`src/sv/tfc_pkg.sv`:
```
// Package for the TDC fine-time calibration table.
// Holds the sizes, the mode codes, the fixed-point constants and the stage struct.
// No dependencies.
`default_nettype none

package tfc_pkg;

   // Table geometry
   localparam int CHANNELS          = 16;
   localparam int SLOTS_PER_CHANNEL = 4 * 2;
   localparam int SLOTS             = CHANNELS * SLOTS_PER_CHANNEL;
   localparam int SLOT_W            = $clog2(SLOTS);
   localparam int FINE_ENTRIES      = 1024;
   localparam int CODE_W            = $clog2(FINE_ENTRIES);
   localparam int FINE_DEPTH        = SLOTS * FINE_ENTRIES;
   localparam int FINE_ADDR_W       = $clog2(FINE_DEPTH);

   // Field widths
   localparam int MODE_W    = 3;
   localparam int CHANNEL_W = 4;
   localparam int TAC_W     = 2;
   localparam int FCODE_W   = 12;
   localparam int COARSE_W  = 10;
   localparam int WVAL_W    = 32;
   localparam int ENTRY_W   = 16;
   localparam int OFFSET_W  = 32;
   localparam int RESULT_W  = 40;
   localparam int FRAC_W    = 12;

   // Q.12 constants
   localparam int ONE_Q12      = 1 << FRAC_W;
   localparam int SPLIT_Q12    = (ONE_Q12 * 5) / 2;
   localparam int LOW_Q12      = ONE_Q12;
   localparam int HIGH_Q12     = 3 * ONE_Q12;
   localparam int ENTRY_MAX    = (1 << (ENTRY_W - 1)) - 1;
   localparam int ENTRY_MIN    = -(1 << (ENTRY_W - 1));

   // Integer parts added to the coarse count in the time formula
   localparam int K_EVEN_LOW  = 2;
   localparam int K_EVEN_HIGH = 4;
   localparam int K_ODD       = 3;

   typedef enum logic [MODE_W-1:0] {
      MODE_WR_ENTRY  = 3'd0,
      MODE_WR_OFFSET = 3'd1,
      MODE_RD_ENTRY  = 3'd2,
      MODE_RD_OFFSET = 3'd3,
      MODE_TIME      = 3'd4
   } mode_type;

   // Operation carried to the result stage
   typedef enum logic [1:0] {
      OP_NONE,
      OP_RD_ENTRY,
      OP_RD_OFFSET,
      OP_TIME
   } op_type;

   typedef struct packed {
      op_type              op;
      logic [COARSE_W-1:0] coarse;
      logic                off_valid;
   } stage_type;

endpackage

`default_nettype wire

```
`src/sv/tfc_rsp_if.sv`:
```
// Result channel of the calibration table: valid/ready plus the result fields.
// Depends on tfc_pkg.
`default_nettype none

interface tfc_rsp_if
   import tfc_pkg::*;
   ();
   logic                        valid;
   logic                        ready;
   logic signed [RESULT_W-1:0]  read_value;
   logic                        in_range;

   modport source (output valid, read_value, in_range, input ready);
   modport sink   (input valid, read_value, in_range, output ready);
endinterface

`default_nettype wire

```
`src/sv/tfc_back.sv`:
```
// Result stage: forms the read value or the calibrated time and holds it in the
// output register until transferred. Depends on tfc_pkg.
`default_nettype none

module tfc_back
   import tfc_pkg::*;
(
   input  wire logic                clock,
   input  wire logic                reset,
   input  wire logic                stage_valid,
   input  wire stage_type           stage,
   input  wire logic [ENTRY_W-1:0]  fine_q,
   input  wire logic [OFFSET_W-1:0] offset_q,
   output      logic                stage_move,
   tfc_rsp_if.source                rsp
);

   logic                       rsp_valid_ff;
   logic signed [RESULT_W-1:0] value_ff;
   logic signed [RESULT_W-1:0] value_in;
   logic                       range_ff;
   logic                       range_in;
   logic signed [ENTRY_W-1:0]  q;
   logic signed [OFFSET_W-1:0] offset;
   logic [COARSE_W:0]          base_int;
   logic [2:0]                 k_int;

   // Move on when the output register is free or being emptied
   assign stage_move = stage_valid && (!rsp_valid_ff || rsp.ready);

   // Compute the result
   always_comb begin
      q        = signed'(fine_q);
      offset   = stage.off_valid ? signed'(offset_q) : '0;
      if (stage.coarse[0]) begin
         k_int = 3'(K_ODD);
      end else if (q < ENTRY_W'(SPLIT_Q12)) begin
         k_int = 3'(K_EVEN_LOW);
      end else begin
         k_int = 3'(K_EVEN_HIGH);
      end
      base_int = (COARSE_W+1)'(stage.coarse) + (COARSE_W+1)'(k_int);
      value_in = '0;
      range_in = 1'b0;
      case (stage.op)
         OP_RD_ENTRY:  value_in = RESULT_W'(q);
         OP_RD_OFFSET: value_in = RESULT_W'(offset);
         OP_TIME: begin
            value_in = signed'(RESULT_W'({base_int, {FRAC_W{1'b0}}}))
                       + RESULT_W'(offset) - RESULT_W'(q);
            range_in = (q >= ENTRY_W'(LOW_Q12)) && (q <= ENTRY_W'(HIGH_Q12));
         end
         default: begin
            value_in = '0;
            range_in = 1'b0;
         end
      endcase
   end

   // Output register
   always_ff @(posedge clock) begin
      if (reset) begin
         rsp_valid_ff <= 1'b0;
      end else if (stage_move) begin
         rsp_valid_ff <= 1'b1;
      end else if (rsp.ready) begin
         rsp_valid_ff <= 1'b0;
      end
   end

   always_ff @(posedge clock) begin
      if (stage_move) begin
         value_ff <= value_in;
         range_ff <= range_in;
      end
   end

   assign rsp.valid      = rsp_valid_ff;
   assign rsp.read_value = value_ff;
   assign rsp.in_range   = range_ff;

endmodule

`default_nettype wire

```
`src/flat_wrapper.sv`:
```
// flat-port wrapper written by rule: the top's interface ports become plain ports
module tfc_back_flat import tfc_pkg::*;
  (clock, reset, stage_valid, stage, fine_q, offset_q, stage_move, rsp_valid, rsp_read_value, rsp_in_range, rsp_ready);
  tfc_rsp_if rsp_i ();
  input  wire logic clock;
  input  wire logic reset;
  input  wire logic stage_valid;
  input  wire stage_type stage;
  input  wire logic [ENTRY_W-1:0] fine_q;
  input  wire logic [OFFSET_W-1:0] offset_q;
  output      logic stage_move;
  output wire logic [$bits(rsp_i.valid)-1:0] rsp_valid;
  output wire logic [$bits(rsp_i.read_value)-1:0] rsp_read_value;
  output wire logic [$bits(rsp_i.in_range)-1:0] rsp_in_range;
  input wire logic [$bits(rsp_i.ready)-1:0] rsp_ready;
  assign rsp_valid = rsp_i.valid;
  assign rsp_read_value = rsp_i.read_value;
  assign rsp_in_range = rsp_i.in_range;
  assign rsp_i.ready = rsp_ready;
  tfc_back u_core (.clock(clock), .reset(reset), .stage_valid(stage_valid), .stage(stage), .fine_q(fine_q), .offset_q(offset_q), .stage_move(stage_move), .rsp(rsp_i));
endmodule
```
`config.mk`:
```
export PLATFORM = sky130hd
export DESIGN_NAME = tfc_back_flat
export DESIGN_NICKNAME = d
export VERILOG_FILES = /design/src/sv/tfc_pkg.sv /design/src/sv/tfc_rsp_if.sv /design/src/sv/tfc_back.sv /design/src/flat_wrapper.sv
export SDC_FILE = /design/constraint.sdc
export NUM_CORES = 1
export LEC_CHECK = 0
export ABC_AREA = 1
export BUFFER_PORTS_ARGS = -buffer_cell sky130_fd_sc_hd__buf_4
export CORE_UTILIZATION = 55
export CTS_BUF_LIST = sky130_fd_sc_hd__clkbuf_4 sky130_fd_sc_hd__clkbuf_8 sky130_fd_sc_hd__clkbuf_16
export CTS_CLUSTER_DIAMETER = 150
export DETAILED_ROUTE_END_ITERATION = 8
export GPL_TIMING_DRIVEN = 0
export PLACE_DENSITY = 0.78
export SYNTH_ARGS = -nofsm -noshare
export SYNTH_HDL_FRONTEND = slang
export SYNTH_SLANG_ARGS = --single-unit
```
`constraint.sdc`:
```
create_clock -name clock -period 5.89 [get_ports clock]
set_input_delay 1.178 -clock clock [delete_from_list [all_inputs] [get_ports clock]]
set_output_delay 1.178 -clock clock [all_outputs]
set_load 0.05 [all_outputs]
```
==> impl_metrics.json <==
{
  "gp_congestion": 0.931,
  "postCtsSetupBuffers": 0,
  "drive_gt1_share_pct": 16.3,
  "final.min_clock_period_ps": 5370,
  "critPathCaptureType": "flip-flop",
  "cts_hold_buf": 0,
  "status": "complete, no violations",
  "multi_input_area_mm2": 0.00336,
  "place_area_mm2": 0.00624,
  "synthesis.area_mm2": 0.00524,
  "yosys_warnings": 0,
  "drt_wl_total_um": 15600,
  "min_path_cells": 2,
  "holdWs_ps": 514,
  "hold_start": "u_core.rsp.valid$_SDFFE_PP0P_",
  "crit_required_ps": 5950,
  "cp.arrival_ps": 5420,
  "die_area_mm2": 0.00992,
  "grt.busiest_layer": "met2",
  "place_ws_ps": 92.0,
  "holdPathEnd": "u_core.rsp.valid$_SDFFE_PP0P_",
  "finalWorstSetupSlack_ps": 524,
  "fin_crit_sh_pct": 91.1,
  "maxSlewHeadroom_pct": 47.0,
  "rsz0062_at_grt": "false",
  "dr.pass1.iters": 5,
  "postSynthAreaPerCell_um2": 6.18,
  "vias": 5630,
  "p_per_area_mw_per_mm2": 201,
  "post-synth-top-count-cell": "nand2_1",
  "met3_usage_pct": 4.57,
  "worst-slew-pin-transition_ps": 793,
  "dpl.hpwl_um": 13000,
  "core_mm2": 0.00924,
  "setup_violations": 0,
  "ant_nets": 0,
  "numCtsBuffers": 5,
  "htree_levels": 2,
  "seq_area_frac_synth_pct": 20.5,
  "met2_usage_pct": 51.7,
  "maxCapViolCount": 0,
  "via_per_inst": 5.15,
  "ys_async_sr_fraction_pct": 0,
  "gr-usage-all-layers_pct": 32.1,
  "cts_root_buffer": "clkbuf_8",
  "grt_pass1_vias": 5158,
  "clock_skew_ps": 14.9,
  "synth_seq_cells": 36,
  "wl_per_cell_um": 14.3,
  "cts_buffer_depth": 2,
  "start_util_pct": 56.7,
  "use_met1_pct": 44.7,
  "worstReg2RegStart": "u_core.rsp.valid$_SDFFE_PP0P_",
  "post-synth-top-area-cell": "nand2_1",
  "overflow": 0,
  "drt_iter0_drc": 374,
  "io_buffers": 107,
  "syn2layout_area_growth_pct": 21.4,
  "design_area_mm2": 0.00636,
  "ys_types": 33,
  "synth_top_area_share_pct": 22.5,
  "nets": 1095,
  "drcViolationCount": 0,
  "start_kind": "input pin",
  "worstSetupPathType": "in -> reg",
  "hold_viol": 0,
  "tns_ps": 0,
  "cts_num_sinks": 36,
  "synth_nets": 980,
  "clock_latency_ps": 310,
  "synthTopCellsByCount": "nand2_1 (314), inv_1 (193), ha_1 (56), nand3_1 (51), nor2_1 (42)",
  "rows": 35,
  "fp.dieW_um": 99.6,
  "antenna_found_initial": 1,
  "slew_violations": 0,
  "clkSlewWorstSetupHoldPaths_ps": 80,
  "cts_tree": "done",
  "grt_max_degree": 20,
  "die_h_um": 99.6,
  "synth-edff-count": 35,
  "worst-path-max-fanout": 19,
  "regArea_mm2": 0.00107,
  "rr_worst_depth": 2,
  "hp-class": "reg -> reg",
  "vdd_drop_max_uv": 113,
  "yosys-top-cells-area": "nand2_1 (23%), edfxtp_1 (20%), inv_1 (14%)",
  "grt_first_pass_wirelength_um": 24600,
  "ios": 108,
  "regToRegSetupSlack_ps": 4350,
  "maxClockFrequency_ghz": 0.186,
  "r2r-end": "u_core.rsp.read_value[1]$_DFFE_PP_",
  "p_leak_nw": 3.83,
  "syn_inst": 847,
  "fillers": 817,
  "ys.flop_type": "edfxtp_1"
}
## cell usage in the layout (no fill, tap or decap), types with 5 or more instances in the layout
cell type  Yosys  layout
nand2_2       15      15
nor2_1        42      42
ha_1          56      56
fa_1          12      12
inv_1        193     192
clkbuf_8       0       5
nand2_1      314     314
buf_4          8     115
nor3_1         8       8
xor2_1         5       5
nand3_1       51      51
a21oi_1       39      38
o221ai_1      10      10
o21ai_0        5       5
or2_1          7       7
nand3_2        5       5
edfxtp_1      35      35
## timing repair
item	CTS	global route
endpoints found under the hold margin	0	0
gates resized for setup	0	1
endpoints found under the setup margin	0	2
## worst max path at each step
stage / startpoint / end / slack (ps) / depth (start not counted)
finish: fine_q[15] / u_core.rsp.read_value[30]$_DFFE_PP_ / 520 / 22
floorplan: stage_valid / stage_move / 1070 / 2
detailed placement: fine_q[15] / u_core.rsp.read_value[30]$_DFFE_PP_ / 90 / 22
CTS: fine_q[15] / u_core.rsp.read_value[30]$_DFFE_PP_ / 410 / 22
global route: fine_q[15] / u_core.rsp.read_value[30]$_DFFE_PP_ / 50 / 22
global placement: fine_q[15] / u_core.rsp.read_value[30]$_DFFE_PP_ / 240 / 22
## per-stage QoR
step	util, %	power (mW)	instances
6_report	68.8	1.28	1093
5_1_grt	68.8	1.36	1092
4_1_cts	68.7	1.27	1092
3_5_place_dp	67.5	1.03	1084
3_3_place_gp	67.1	1.01	1083
2_1_floorplan	-	0.830	847
## state kept, by name, indices dropped and copies added, names as in the netlist
register,count
u_core.rsp.in_range,1
u_core.rsp.read_value,34
u_core.rsp.valid,1
## final cells by class
type,instances,share of cell area (%)
flip-flops and latches,36,16.8
clock buffers,6,1.20
inverters,193,11.5
multi-input cells,602,52.8
clock inverters,2,0.551
plain buffers,16,1.48
well taps,129,2.54
diodes,1,0.0394
repair buffers,108,13.1
## cells by family after synthesis
logic type	Yosys count	share of synthesized area, %
buffers and inverters	209	15.6
AO/OA/AOI/OAI	64	7.24
adder cells (fa/ha/maj)	68	18.0
AND/OR/NAND/NOR	461	37.2
flip-flops	36	20.5
XOR/XNOR	9	1.51
## worst max-delay path, stage by stage
cell	delay, ps
buf_4	110
clkinvlp_4	470
nand3_1	310
inv_1	100
ha_1	350
nand2_1	70
nand2_1	50
a31oi_1	50
nor3_1	270
nand3_1	210
o21ai_0	230
nand2_1	100
fa_1	460
ha_1	370
nand2_1	140
inv_1	50
a21oi_1	130
nand2_1	110
a21oi_1	350
nand3_1	120
nand3_1	100
nand2_1	50
## power breakdown
part	internal (mW)	switching, mW
registers	0.314	0.00783
logic	0.242	0.475
clock network	0.131	0.105
total	0.687	0.588
## routing by layer
| metal | part of all wire [%] | up-vias |
|---|---|---|
| li1 | - | 2843 |
| met1 | 46 | 2505 |
| met2 | 43 | 254 |
| met3 | 7.9 | 28 |
| met4 | 2.4 | 0 |
| met5 | 0 | - |
(Power assumes the default switching activity.)
